$ cat config.mk
export PLATFORM = sky130hd
export DESIGN_NAME = mtf_controller
export DESIGN_NICKNAME = d
export VERILOG_FILES = /design/src/sv/mtf_pkg.sv /design/src/sv/mtf_controller.sv
export SDC_FILE = /design/constraint.sdc
export NUM_CORES = 1
export LEC_CHECK = 0
export ABC_AREA = 1
export ABC_CLOCK_PERIOD_IN_PS = 1700
export BUFFER_PORTS_ARGS = -buffer_cell sky130_fd_sc_hd__buf_2
export CORE_AREA = 3 3 40 42
export CTS_CLUSTER_DIAMETER = 50
export DETAILED_ROUTE_END_ITERATION = 7
export DIE_AREA = 0 0 43 45
export PLACE_DENSITY = 0.48
export SYNTH_ARGS = -nofsm -noshare
export SYNTH_HDL_FRONTEND = slang
export SYNTH_SLANG_ARGS = --single-unit
$ cat constraint.sdc
create_clock -name clk -period 1.7 [get_ports clk]
set_input_delay 0.17 -clock clk [delete_from_list [all_inputs] [get_ports clk]]
set_output_delay 0.17 -clock clk [all_outputs]
set_load 0.05 [all_outputs]
$ cat src/sv/mtf_pkg.sv
`timescale 1ns / 1ps
// ----------------------------------------------------------------------------
// Move-to-front coder package
// Shared widths, defaults and the command and status bundles between the
// controller and the datapath.
// ----------------------------------------------------------------------------
package mtf_pkg;

  localparam int BYTE_W           = 8;
  localparam int SYMBOL_COUNT_DEF = 256;

  // Commands from the controller to the datapath, at most one step a cycle.
  typedef struct packed {
    logic start;     // capture an accepted item and aim the read pointer
    logic fetch;     // decode: list entry at the position is being read
    logic pick;      // decode: the picked symbol arrives from the list
    logic prime;     // encode: the first list entry is being read
    logic scan;      // shift one entry back and test for the stop point
    logic out_load;  // move the finished result into the output register
  } cmd_t;

  // Status from the datapath back to the controller.
  typedef struct packed {
    logic in_range;  // the offered byte is a valid symbol or position
    logic decode;    // current coding direction
    logic hit;       // the scan has reached the entry that moves to the front
    logic out_free;  // the output register can take a result this cycle
  } status_t;

endpackage

$ cat src/sv/mtf_controller.sv
`timescale 1ns / 1ps
// ----------------------------------------------------------------------------
// Move-to-front coder controller
// Sequences one item at a time: fetch, scan and shift, then hand off.
// ----------------------------------------------------------------------------
module mtf_controller import mtf_pkg::*; (
  input  logic    clk,
  input  logic    rst_n,
  input  logic    in_valid,
  input  status_t status,
  output logic    in_ready,
  output cmd_t    cmd
);

  typedef enum logic [5:0] {
    ST_IDLE   = 6'b000001,
    ST_FETCH  = 6'b000010,
    ST_PICK   = 6'b000100,
    ST_PRIME  = 6'b001000,
    ST_SCAN   = 6'b010000,
    ST_FINISH = 6'b100000
  } state_t;

  state_t state_r, state_nxt;

  assign in_ready = (state_r == ST_IDLE);

  always_comb begin
    state_nxt = state_r;
    cmd       = '0;
    unique case (state_r)
      ST_IDLE: begin
        if (in_valid) begin
          cmd.start = 1'b1;
          if (!status.in_range) begin
            state_nxt = ST_FINISH;
          end else if (status.decode) begin
            state_nxt = ST_FETCH;
          end else begin
            state_nxt = ST_PRIME;
          end
        end
      end
      ST_FETCH: begin
        cmd.fetch = 1'b1;
        state_nxt = ST_PICK;
      end
      ST_PICK: begin
        cmd.pick  = 1'b1;
        state_nxt = ST_SCAN;
      end
      ST_PRIME: begin
        cmd.prime = 1'b1;
        state_nxt = ST_SCAN;
      end
      ST_SCAN: begin
        cmd.scan = 1'b1;
        if (status.hit) begin
          state_nxt = ST_FINISH;
        end
      end
      ST_FINISH: begin
        if (status.out_free) begin
          cmd.out_load = 1'b1;
          state_nxt    = ST_IDLE;
        end
      end
      default: begin
        state_nxt = ST_IDLE;
      end
    endcase
  end

  always_ff @(posedge clk) begin
    if (!rst_n) begin
      state_r <= ST_IDLE;
    end else begin
      state_r <= state_nxt;
    end
  end

  // One item at a time: an accepted item closes the input until it is done.
  a_one_item: assert property (@(posedge clk) disable iff (!rst_n)
    (in_valid && in_ready) |=> !in_ready)
    else $error("input taken while an item is in progress");

  // A result is never written over one that is still waiting.
  a_no_overwrite: assert property (@(posedge clk) disable iff (!rst_n)
    cmd.out_load |-> status.out_free)
    else $error("output register loaded while occupied");

  // The scan ends at the entry that moves to the front.
  a_scan_stop: assert property (@(posedge clk) disable iff (!rst_n)
    (state_r == ST_SCAN && status.hit) |=> (state_r == ST_FINISH))
    else $error("scan did not stop at its hit");

endmodule

==> run summary <==
Largest net degree at the start of global routing - 6
CP startpoint - state_r[1]$_SDFFE_PN0P_
Commonest non-fill, non-tap cells in the layout - buf_2 (13), inv_1 (12), nor2_1 (9)
Startpoint Class - register
Routed WL per cell - 9.86 µm
Area grow syn2layout - 29.1%
Area leader, netlist - dfxtp_1
Required @ worst endpoint - 1.53 ns
Final ANT Viol Nets - 0
Seq cells post-synth - 6
Diodes inserted - 0
Outcome - completed
Regs by FF count - state_r (6)
DRC viols - 0
Clk buf depth - 2
Period utilization - 86.0%
Remaining Overflow, GRT - 0
# rows - 13
Most common cell after layout, fill and taps aside - buf_2
Max reg flops - 6
Reg with most FFs - state_r
Critical path class - reg2out
Detail Placement HPWL - 742 µm
Worst-path maximum fanout - 4
Synth unique cells - 16
# port buffers - 13
Unrepaired setup endpoints after global routing - no
Worst-Skew Late Latency - 0.25 ns
Maxcap violations - 0
Final net count - 81
Hold_sp - rst_n
Most area-consuming cells after synthesis - dfxtp_1 (31%), inv_1 (12%), nor2_1 (8.7%), nor2_4 (8.7%), nand4_1 (6.5%)
Crit path arrival time - 1.29 ns
Routed vias/inst - 4.53
Seq/Total Area, Yosys - 31.1%
Iter 0 DRT Violations - 6
Setup bufs post-CTS - 0
Initial Util - 30.1%
Worst Max-Slew Pin Slew - 0.249 ns
Layout Cells excl Fill - 87
Die width - 43 µm
Critical path endpoint category - output port
Root Driver - clkbuf_4
Area of the multi-input gates - 220 µm²
Fillers - 152
Slew headroom - 83.5%
Hold Fails Final Rpt - 0
Final WL - 858 µm
Gr usage total - 9.98%
Full die area - 1940 µm²
Power per cell area - 945 nW/µm²
Layout cells sized above 1 - 41.7%
CTS Sinks - 6
Vias - 394
FMAX - 684 MHz
Fin worst setup slack - 0.238 ns
Register Area - 120 µm²
Total core area - 1280 µm²
TritonCTS clock tree - built
Setup WS pre-CTS - 0.493 ns
Warning count from the yosys run - 0
Syn Nets - 63
Final GP Congestion - 0.783
CTS clk-pin slew, worst paths - 0.04 ns
Mapped Avg Cell Area - 6.90 µm²
H-tree Lvls - 1
Die height - 45 µm
Worst r2r src - state_r[1]$_SDFFE_PN0P_
Top Ports - 14
First-pass GRT wire length - 1.36 mm
Antenna violations before repair - 0
Worst vdd ir - 0.433 mV
Post-synthesis cell count - 56
# hold bufs at CTS - 0
Final min period - 1.46 ns
Leak - 0.000288 µW
Mapped Area - 387 µm²
First-pass DRT Iterations - 4
Vias in the first global route - 367
Setup TNS - 0 ns
Final Skew - 0.000897 ns
Synth top area share - 31.1%
CTS Buf Count - 3
Placed Cells incl. Taps - 84
Max-slew violations - 0
Final setup vio count - 0
CTS resizes - 0
Worst hold path class - in2reg
## metrics by stage
step	area (µm²)	power (µW)	hold WS [ns]	utilization, %
finish	499	472	0.135	38.9
detailed placement	477	344	0.393	37.1
global placement	477	345	0.386	37.1
CTS	499	475	0.139	38.9
floorplan	393	307	0.254	-
global route	499	495	0.147	38.9
## kinds of logic after synthesis
family / count (synthesis) / share of synthesized area [%]
AO/OA/AOI/OAI: 1 / 1.62
AND/OR/NAND/NOR: 35 / 53.7
flip-flops: 6 / 31.1
buffers and inverters: 14 / 13.6
## worst max-delay path, cell delays in order, from the launching register on
cell and delay (ns):
dfxtp_1 0.34, nor2_2 0.18, nand2_2 0.11, nor2_4 0.14, buf_2 0.28
## Yosys cell counts, drive strengths merged
| library cell | n |
|---|---|
| a31oi | 1 |
| dfxtp | 6 |
| inv | 14 |
| nand2 | 6 |
| nand3 | 6 |
| nand3b | 1 |
| nand4 | 4 |
| nor2 | 15 |
| nor3 | 2 |
| nor4 | 1 |
## path summary, 6_finish.rpt
check                                                to  slack (ns)  cells after the start
worst max register to register  state_r[5]$_SDFFE_PN0P_        0.48                      8
worst min-delay path            state_r[0]$_SDFFE_PN1P_        0.14                      2
worst min register to register  state_r[2]$_SDFFE_PN0P_        0.58                      2
worst max-delay path                             cmd[1]        0.24                      4
## metal layers
| layer | wire length [µm] | track usage (%) | vias up |
|---|---|---|---|
| met2 | 351 | 15.3 | 20 |
| met4 | 48 | 12.7 | 0 |
| met1 | 393 | 10.6 | 159 |
| li1 | - | - | 210 |
| met5 | 0 | 0 | - |
| met3 | 65 | 1.59 | 5 |
## layout make-up
class	instances	share of cell area, %
repair buffers	13	13.0
flip-flops and latches	6	24.1
multi-input cells	36	44.1
well taps	15	3.76
inverters	14	10.5
clock buffers	3	4.51
## power by group
group          switching (µW)  leakage [µW]  internal [µW]  total, µW
clock network            50.5     0.0000138           79.8        130
registers                9.17     0.0000489            152        161
logic                     128      0.000225           52.6        180
Power figures use the tool's default switching activity.
