**config.mk**
```make
export PLATFORM = sky130hd
export DESIGN_NAME = mtf_datapath
export DESIGN_NICKNAME = d
export VERILOG_FILES = /design/src/sv/mtf_pkg.sv /design/src/sv/mtf_datapath.sv
export SDC_FILE = /design/constraint.sdc
export NUM_CORES = 2
export LEC_CHECK = 0
export BUFFER_PORTS_ARGS = -buffer_cell sky130_fd_sc_hd__buf_2
export CORE_ASPECT_RATIO = 0.7
export CORE_MARGIN = 5
export CORE_UTILIZATION = 56
export CTS_CLUSTER_SIZE = 14
export DETAILED_ROUTE_END_ITERATION = 8
export GPL_TIMING_DRIVEN = 0
export PLACE_DENSITY = 0.78
export REMOVE_ABC_BUFFERS = 1
export SYNTH_ARGS = -nofsm -noshare
export SYNTH_HDL_FRONTEND = slang
export SYNTH_SLANG_ARGS = --single-unit
```
**constraint.sdc**
```tcl
create_clock -name clk -period 5.65 [get_ports clk]
set_input_delay 0.565 -clock clk [delete_from_list [all_inputs] [get_ports clk]]
set_output_delay 0.565 -clock clk [all_outputs]
set_load 0.01 [all_outputs]
```
**src/sv/mtf_pkg.sv**
```systemverilog
`timescale 1ns / 1ps
// ----------------------------------------------------------------------------
// Move-to-front coder package
// Shared widths, defaults and the command and status bundles between the
// controller and the datapath.
// ----------------------------------------------------------------------------
package mtf_pkg;

  localparam int BYTE_W           = 8;
  localparam int SYMBOL_COUNT_DEF = 256;

  // Commands from the controller to the datapath, at most one step a cycle.
  typedef struct packed {
    logic start;     // capture an accepted item and aim the read pointer
    logic fetch;     // decode: list entry at the position is being read
    logic pick;      // decode: the picked symbol arrives from the list
    logic prime;     // encode: the first list entry is being read
    logic scan;      // shift one entry back and test for the stop point
    logic out_load;  // move the finished result into the output register
  } cmd_t;

  // Status from the datapath back to the controller.
  typedef struct packed {
    logic in_range;  // the offered byte is a valid symbol or position
    logic decode;    // current coding direction
    logic hit;       // the scan has reached the entry that moves to the front
    logic out_free;  // the output register can take a result this cycle
  } status_t;

endpackage

```
**src/sv/mtf_datapath.sv**
```systemverilog
`timescale 1ns / 1ps
// ----------------------------------------------------------------------------
// Move-to-front coder datapath
// Symbol list memory with per-entry valid bits, the scan pointer, the carry
// register that shifts entries back, the mode register and the output stage.
// ----------------------------------------------------------------------------
module mtf_datapath import mtf_pkg::*; #(
  parameter int SYMBOL_COUNT = SYMBOL_COUNT_DEF
) (
  input  logic              clk,
  input  logic              rst_n,
  input  logic [BYTE_W-1:0] in_byte,
  input  logic              block_end,
  input  logic              cfg_valid,
  input  logic              cfg_decode_mode,
  input  cmd_t              cmd,
  input  logic              out_ready,
  output status_t           status,
  output logic              out_valid,
  output logic [BYTE_W-1:0] out_byte,
  output logic              block_end_out
);

  localparam int              ADDR_W    = $clog2(SYMBOL_COUNT);
  localparam logic [BYTE_W:0] SYM_LIMIT = (BYTE_W + 1)'(SYMBOL_COUNT);

  logic [BYTE_W-1:0]       mem [SYMBOL_COUNT];
  logic [SYMBOL_COUNT-1:0] valid_r;

  logic              mode_r;
  logic [ADDR_W-1:0] ptr_r;
  logic [ADDR_W-1:0] rd_addr_r;
  logic [BYTE_W-1:0] rd_word_r;
  logic              rd_valid_r;
  logic [BYTE_W-1:0] rd_data;
  logic [BYTE_W-1:0] byte_r;
  logic              end_r;
  logic [BYTE_W-1:0] carry_r;
  logic [BYTE_W-1:0] res_r;
  logic              out_valid_r;
  logic [BYTE_W-1:0] out_byte_r;
  logic              out_end_r;

  // An entry never written still holds its identity value.
  assign rd_data = rd_valid_r ? rd_word_r : BYTE_W'(rd_addr_r);

  assign status.in_range = ({1'b0, in_byte} < SYM_LIMIT);
  assign status.decode   = mode_r;
  assign status.hit      = mode_r ? (rd_addr_r == byte_r[ADDR_W-1:0]) : (rd_data == byte_r);
  assign status.out_free = !out_valid_r || out_ready;

  // The list memory: one read at the pointer, one write behind it.
  always_ff @(posedge clk) begin
    rd_word_r <= mem[ptr_r];
    rd_addr_r <= ptr_r;
    if (cmd.scan) begin
      mem[rd_addr_r] <= carry_r;
    end
  end

  always_ff @(posedge clk) begin
    if (!rst_n) begin
      valid_r    <= '0;
      rd_valid_r <= 1'b0;
    end else begin
      rd_valid_r <= valid_r[ptr_r];
      if (cmd.scan) begin
        valid_r[rd_addr_r] <= 1'b1;
      end
    end
  end

  always_ff @(posedge clk) begin
    if (!rst_n) begin
      mode_r <= 1'b0;
    end else if (cfg_valid) begin
      mode_r <= cfg_decode_mode;
    end
  end

  always_ff @(posedge clk) begin
    if (cmd.start) begin
      ptr_r   <= mode_r ? in_byte[ADDR_W-1:0] : '0;
      byte_r  <= in_byte;
      end_r   <= block_end;
      carry_r <= in_byte;
      res_r   <= '0;
    end else if (cmd.fetch) begin
      ptr_r <= '0;
    end else if (cmd.pick) begin
      ptr_r   <= ptr_r + 1'b1;
      carry_r <= rd_data;
      res_r   <= rd_data;
    end else if (cmd.prime) begin
      ptr_r <= ptr_r + 1'b1;
    end else if (cmd.scan) begin
      ptr_r   <= ptr_r + 1'b1;
      carry_r <= rd_data;
      if (status.hit && !mode_r) begin
        res_r <= BYTE_W'(rd_addr_r);
      end
    end
  end

  always_ff @(posedge clk) begin
    if (!rst_n) begin
      out_valid_r <= 1'b0;
    end else if (cmd.out_load) begin
      out_valid_r <= 1'b1;
    end else if (out_ready) begin
      out_valid_r <= 1'b0;
    end
  end

  always_ff @(posedge clk) begin
    if (cmd.out_load) begin
      out_byte_r <= res_r;
      out_end_r  <= end_r;
    end
  end

  assign out_valid     = out_valid_r;
  assign out_byte      = out_byte_r;
  assign block_end_out = out_end_r;

endmodule

```
==> metrics.txt <==
# TYPE chip_impl_metric gauge
chip_impl_metric{name="post-route-drc-count",unit=""} 15
chip_impl_metric{name="final_design_area_no_fill",unit="sq um"} 104800
chip_impl_info{name="timing.hold.worst.class",value="input port to flop"} 1
chip_impl_metric{name="grt_antenna_before_repair",unit=""} 20
chip_impl_metric{name="synthDistinctLibCells",unit=""} 65
chip_impl_metric{name="vias",unit=""} 50680
chip_impl_metric{name="yosysWarningCount",unit=""} 0
chip_impl_metric{name="power.density",unit="nW/um^2"} 347.6
chip_impl_info{name="rr_endpoint",value="rd_word_r[1]$_DFF_P_"} 1
chip_impl_info{name="crit_slowest_cell",value="sky130_fd_sc_hd__a222oi_1"} 1
chip_impl_info{name="violations",value="design-rule violations, max-capacitance violations, max-slew violations, negative setup slack"} 1
chip_impl_metric{name="clock_insertion_delay_worst_skew",unit="ps"} 850
chip_impl_info{name="setup_repair_after_global_routing_missed_its_margin",value="no"} 1
chip_impl_metric{name="postLayoutSetupSlackWorst",unit="ps"} -15.60
chip_impl_metric{name="finalWorstPathRequiredPeriod",unit="ps"} 5666
chip_impl_metric{name="synthToLayoutAreaGrowth",unit="%"} 14.73
chip_impl_metric{name="clock-skew-final",unit="ps"} 41.10
chip_impl_metric{name="layout-drive-gt1-share",unit=""} 0.2164
chip_impl_metric{name="finalNetCount",unit=""} 4818
chip_impl_metric{name="core_area",unit="sq um"} 162800
chip_impl_metric{name="power.ir.vdd_worst",unit="V"} 0.0002922
chip_impl_metric{name="horiz_die_dim",unit="um"} 492.8
chip_impl_metric{name="cts.sink_count",unit=""} 2365
chip_impl_metric{name="multiInputGateArea",unit="sq um"} 21630
chip_impl_metric{name="critical_path.max_fanout",unit=""} 42
chip_impl_metric{name="slew_violations",unit=""} 2
chip_impl_metric{name="minimum_setup_slack_after_placement",unit="ps"} 469.1
chip_impl_info{name="worstReg2RegStart",value="ptr_r[1]$_DFFE_PP_"} 1
chip_impl_metric{name="min_path_cells",unit=""} 3
chip_impl_info{name="root_buffer",value="sky130_fd_sc_hd__clkbuf_16"} 1
chip_impl_info{name="ys_dominant_reg_cell",value="sky130_fd_sc_hd__edfxtp_1"} 1
chip_impl_info{name="crit_top_cell",value="sky130_fd_sc_hd__buf_16"} 1
chip_impl_metric{name="power.total",unit="uW"} 36440
chip_impl_metric{name="sum_of_buffers_and_inverters_on_the_critical_path",unit=""} 6
chip_impl_metric{name="postPlaceCellArea",unit="sq um"} 98490
chip_impl_metric{name="ys_seq_elements",unit=""} 2365
chip_impl_metric{name="period_share",unit=""} 1.003
chip_impl_metric{name="cts_buffers",unit=""} 198
chip_impl_metric{name="place.gp.congestion",unit=""} 0.8384
chip_impl_info{name="mostFrequentLayoutCell",value="sky130_fd_sc_hd__edfxtp_1"} 1
chip_impl_metric{name="drv_cap",unit=""} 1
chip_impl_metric{name="place.detailed.hpwl",unit="um"} 159000
chip_impl_metric{name="asyncSetResetFlopFracSynth",unit=""} 0
chip_impl_metric{name="wl_per_cell",unit="um"} 35.31
chip_impl_metric{name="ports_placed_on_the_boundary",unit=""} 34
chip_impl_metric{name="grt_start_max_net_pins",unit=""} 113
chip_impl_metric{name="reg2reg_depth",unit=""} 13
chip_impl_metric{name="critical_path_required",unit="ps"} 6290
chip_impl_info{name="timing.critical_path.cells",value="buf_16, buf_16, buf_16, buf_16, buf_16, buf_16, nand2b_4, o221ai_1, a21oi_1, a2111o_1, nand4_1, a222oi_1, o22ai_1"} 1
chip_impl_metric{name="grtUsageTotal",unit=""} 0.2928
chip_impl_metric{name="clock_pin_slew_reported_for_the_worst_setup_and_hold_paths_after_clock_tree_synthesis",unit="ps"} 70
chip_impl_info{name="run_status",value="finished with violations"} 1
chip_impl_metric{name="postSynthCellCount",unit=""} 4624
chip_impl_metric{name="ff_latch_area",unit="sq um"} 68190
chip_impl_metric{name="drt_first_pass_iters",unit=""} 9
chip_impl_metric{name="detail_route.vias_per_cell",unit=""} 7.101
chip_impl_metric{name="hold_viol_final",unit=""} 0
chip_impl_info{name="end_kind",value="flop"} 1
chip_impl_metric{name="start_util",unit=""} 0.5615
chip_impl_metric{name="regToRegSetupSlack",unit="ps"} -20
chip_impl_metric{name="die_height",unit="um"} 348.0
chip_impl_info{name="worst_hold_path.endpoint",value="out_valid$_SDFFE_PN0P_"} 1
chip_impl_metric{name="worst_ep_arrival_time",unit="ps"} 6310
chip_impl_metric{name="htreeDepth",unit=""} 4
chip_impl_metric{name="maxClockFrequency",unit="GHz"} 0.1765
chip_impl_info{name="worst_setup_path_start_kind",value="flop"} 1
chip_impl_metric{name="global_route_wire_length_before_repair",unit="um"} 361700
chip_impl_info{name="mostFrequentLayoutCells",value="sky130_fd_sc_hd__edfxtp_1 (2,082), sky130_fd_sc_hd__mux4_2 (530), sky130_fd_sc_hd__nor2_1 (287), sky130_fd_sc_hd__dfxtp_1 (283), sky130_fd_sc_hd__mux2i_1 (270)"} 1
chip_impl_info{name="critical_path.top_delay_family",value="compound AO/OA/AOI/OAI gates"} 1
chip_impl_metric{name="timing.final.setup_violations",unit=""} 2
chip_impl_info{name="worstSetupStartpoint",value="ptr_r[1]$_DFFE_PP_"} 1
chip_impl_metric{name="detail-route-antenna-nets",unit=""} 0
chip_impl_info{name="hold_path.startpoint",value="out_ready"} 1
chip_impl_info{name="worst_path_class_setup",value="flop to flop"} 1
chip_impl_metric{name="max_slew_margin",unit=""} -0.07082
chip_impl_metric{name="grt_overflow",unit=""} 0
chip_impl_metric{name="detail_route.iter0.violations",unit=""} 8873
chip_impl_metric{name="synth-edff-count",unit=""} 2082
chip_impl_metric{name="drt_wl_total",unit="um"} 252000
chip_impl_metric{name="dieArea",unit="sq um"} 171500
chip_impl_metric{name="slowest_delay",unit="ps"} 1190
chip_impl_metric{name="worstSetupPathDepth",unit=""} 13
chip_impl_metric{name="sequential_cell_area_fraction_in_the_yosys_report",unit=""} 0.7461
chip_impl_metric{name="buffer_ports.inserted",unit=""} 32
chip_impl_metric{name="cts-root-to-sink-buffers",unit=""} 3
chip_impl_metric{name="p_leak",unit="uW"} 0.03286
chip_impl_info{name="cts_tree",value="done"} 1
chip_impl_metric{name="num-fill-cells",unit=""} 9879
chip_impl_metric{name="fp-row-count",unit=""} 124
chip_impl_metric{name="cts_setup_buffers",unit=""} 0
chip_impl_metric{name="avgSynthCellArea",unit="sq um"} 19.76
chip_impl_metric{name="synth_area",unit="sq um"} 91390
chip_impl_metric{name="worst_margin_slew",unit="ps"} 1597
chip_impl_metric{name="via_count_of_the_first_global_routing_pass",unit=""} 49870
[repair_timing]
item,CTS,global route
gates resized for setup,0,0
hold buffers,11,0
hold endpoints to repair,10,0
[worst register-to-register path, cell delays in order, from the launching register on]
cell and delay, ps:
sky130_fd_sc_hd__edfxtp_1 990, sky130_fd_sc_hd__buf_16 260, sky130_fd_sc_hd__buf_16 210, sky130_fd_sc_hd__buf_16 190
sky130_fd_sc_hd__buf_16 190, sky130_fd_sc_hd__buf_16 180, sky130_fd_sc_hd__buf_16 170, sky130_fd_sc_hd__nand2b_4 710
sky130_fd_sc_hd__o221ai_1 330, sky130_fd_sc_hd__a21oi_1 200, sky130_fd_sc_hd__a2111o_1 200, sky130_fd_sc_hd__nand4_1 380
sky130_fd_sc_hd__a222oi_1 1190, sky130_fd_sc_hd__o22ai_1 270
[cell families after synthesis]
logic type,share of synthesized area
AOI/OAI and AO/OA,0.04973
and+or+nand+nor,0.02390
DFF,0.7461
buffers and inverters,0.01844
other,0.00004103
adders and majority gates,0.0001369
xor gates and xnor gates,0.001342
muxes,0.1603
[registers in the layout, indices dropped and copies added (netlist names)]
signal and count:
mem 2048, valid_r 256, byte_r 8, carry_r 8, out_byte 8, ptr_r 8, rd_addr_r 8, rd_word_r 8
res_r 8, block_end_out 1, end_r 1, mode_r 1, out_valid 1, rd_valid_r 1
[stage by stage]
stage,TNS (ps),util,instances,hold slack [ps]
4_1_cts,0,0.6435,7112,32.05
3_3_place_gp,-4212900,0.5689,6498,400.9
2_1_floorplan,-387410,-,4324,400.3
6_report,-26.32,0.6442,7136,59.71
5_1_grt,0,0.6439,7116,103.8
3_5_place_dp,0,0.6052,6725,417.3
[where the power goes]
group          leakage, uW  switching (uW)  total (uW)  internal (uW)
logic              0.00874            2070        3600           1530
registers           0.0212             139       19500          19400
clock network      0.00294            6320       13300           7020
[metal layers]
metal | part of all wire | vias to the layer above | GRT usage
met3 | 0.16 | 887 | 0.1145
met4 | 0.052 | 6 | 0.1275
met1 | 0.35 | 25880 | 0.4027
li1 | - | 19470 | -
met5 | 0.00044 | - | 0.003571
met2 | 0.44 | 4435 | 0.4210
[how the worst max path moves through the flow]
stage	endpoint
after CTS	rd_word_r[0]$_DFF_P_
after global routing	rd_word_r[1]$_DFF_P_
after global placement	rd_valid_r$_SDFF_PN0_
after detailed placement	rd_word_r[0]$_DFF_P_
final	rd_word_r[1]$_DFF_P_
after floorplan	rd_word_r[6]$_DFF_P_
[synthesized netlist by cell type (36+ instances only)]
| cell type | number | share of area |
|---|---|---|
| sky130_fd_sc_hd__a21oi_1 | 79 | 0.0043 |
| sky130_fd_sc_hd__buf_2 | 42 | 0.0023 |
| sky130_fd_sc_hd__buf_6 | 46 | 0.0057 |
| sky130_fd_sc_hd__clkbuf_1 | 165 | 0.0068 |
| sky130_fd_sc_hd__dfxtp_1 | 283 | 0.062 |
| sky130_fd_sc_hd__edfxtp_1 | 2082 | 0.68 |
| sky130_fd_sc_hd__mux2i_1 | 270 | 0.030 |
| sky130_fd_sc_hd__mux4_2 | 530 | 0.13 |
| sky130_fd_sc_hd__nand2_1 | 82 | 0.0034 |
| sky130_fd_sc_hd__nand3_1 | 38 | 0.0021 |
| sky130_fd_sc_hd__nor2_1 | 292 | 0.012 |
| sky130_fd_sc_hd__nor3_1 | 36 | 0.0020 |
| sky130_fd_sc_hd__o21a_1 | 258 | 0.021 |
| sky130_fd_sc_hd__o221ai_1 | 111 | 0.011 |
| sky130_fd_sc_hd__o22ai_1 | 61 | 0.0042 |
[final cells by class]
class	count	share of cell area
Multi-Input combinational cell	1949	0.2063
Antenna cell	21	0.0005012
Tap cell	2142	0.02556
Timing Repair Buffer	273	0.05848
Clock buffer	341	0.05478
Inverter	10	0.0004773
Sequential cell	2365	0.6503
Clock inverter	35	0.003592
Power figures use the tool's default switching activity.
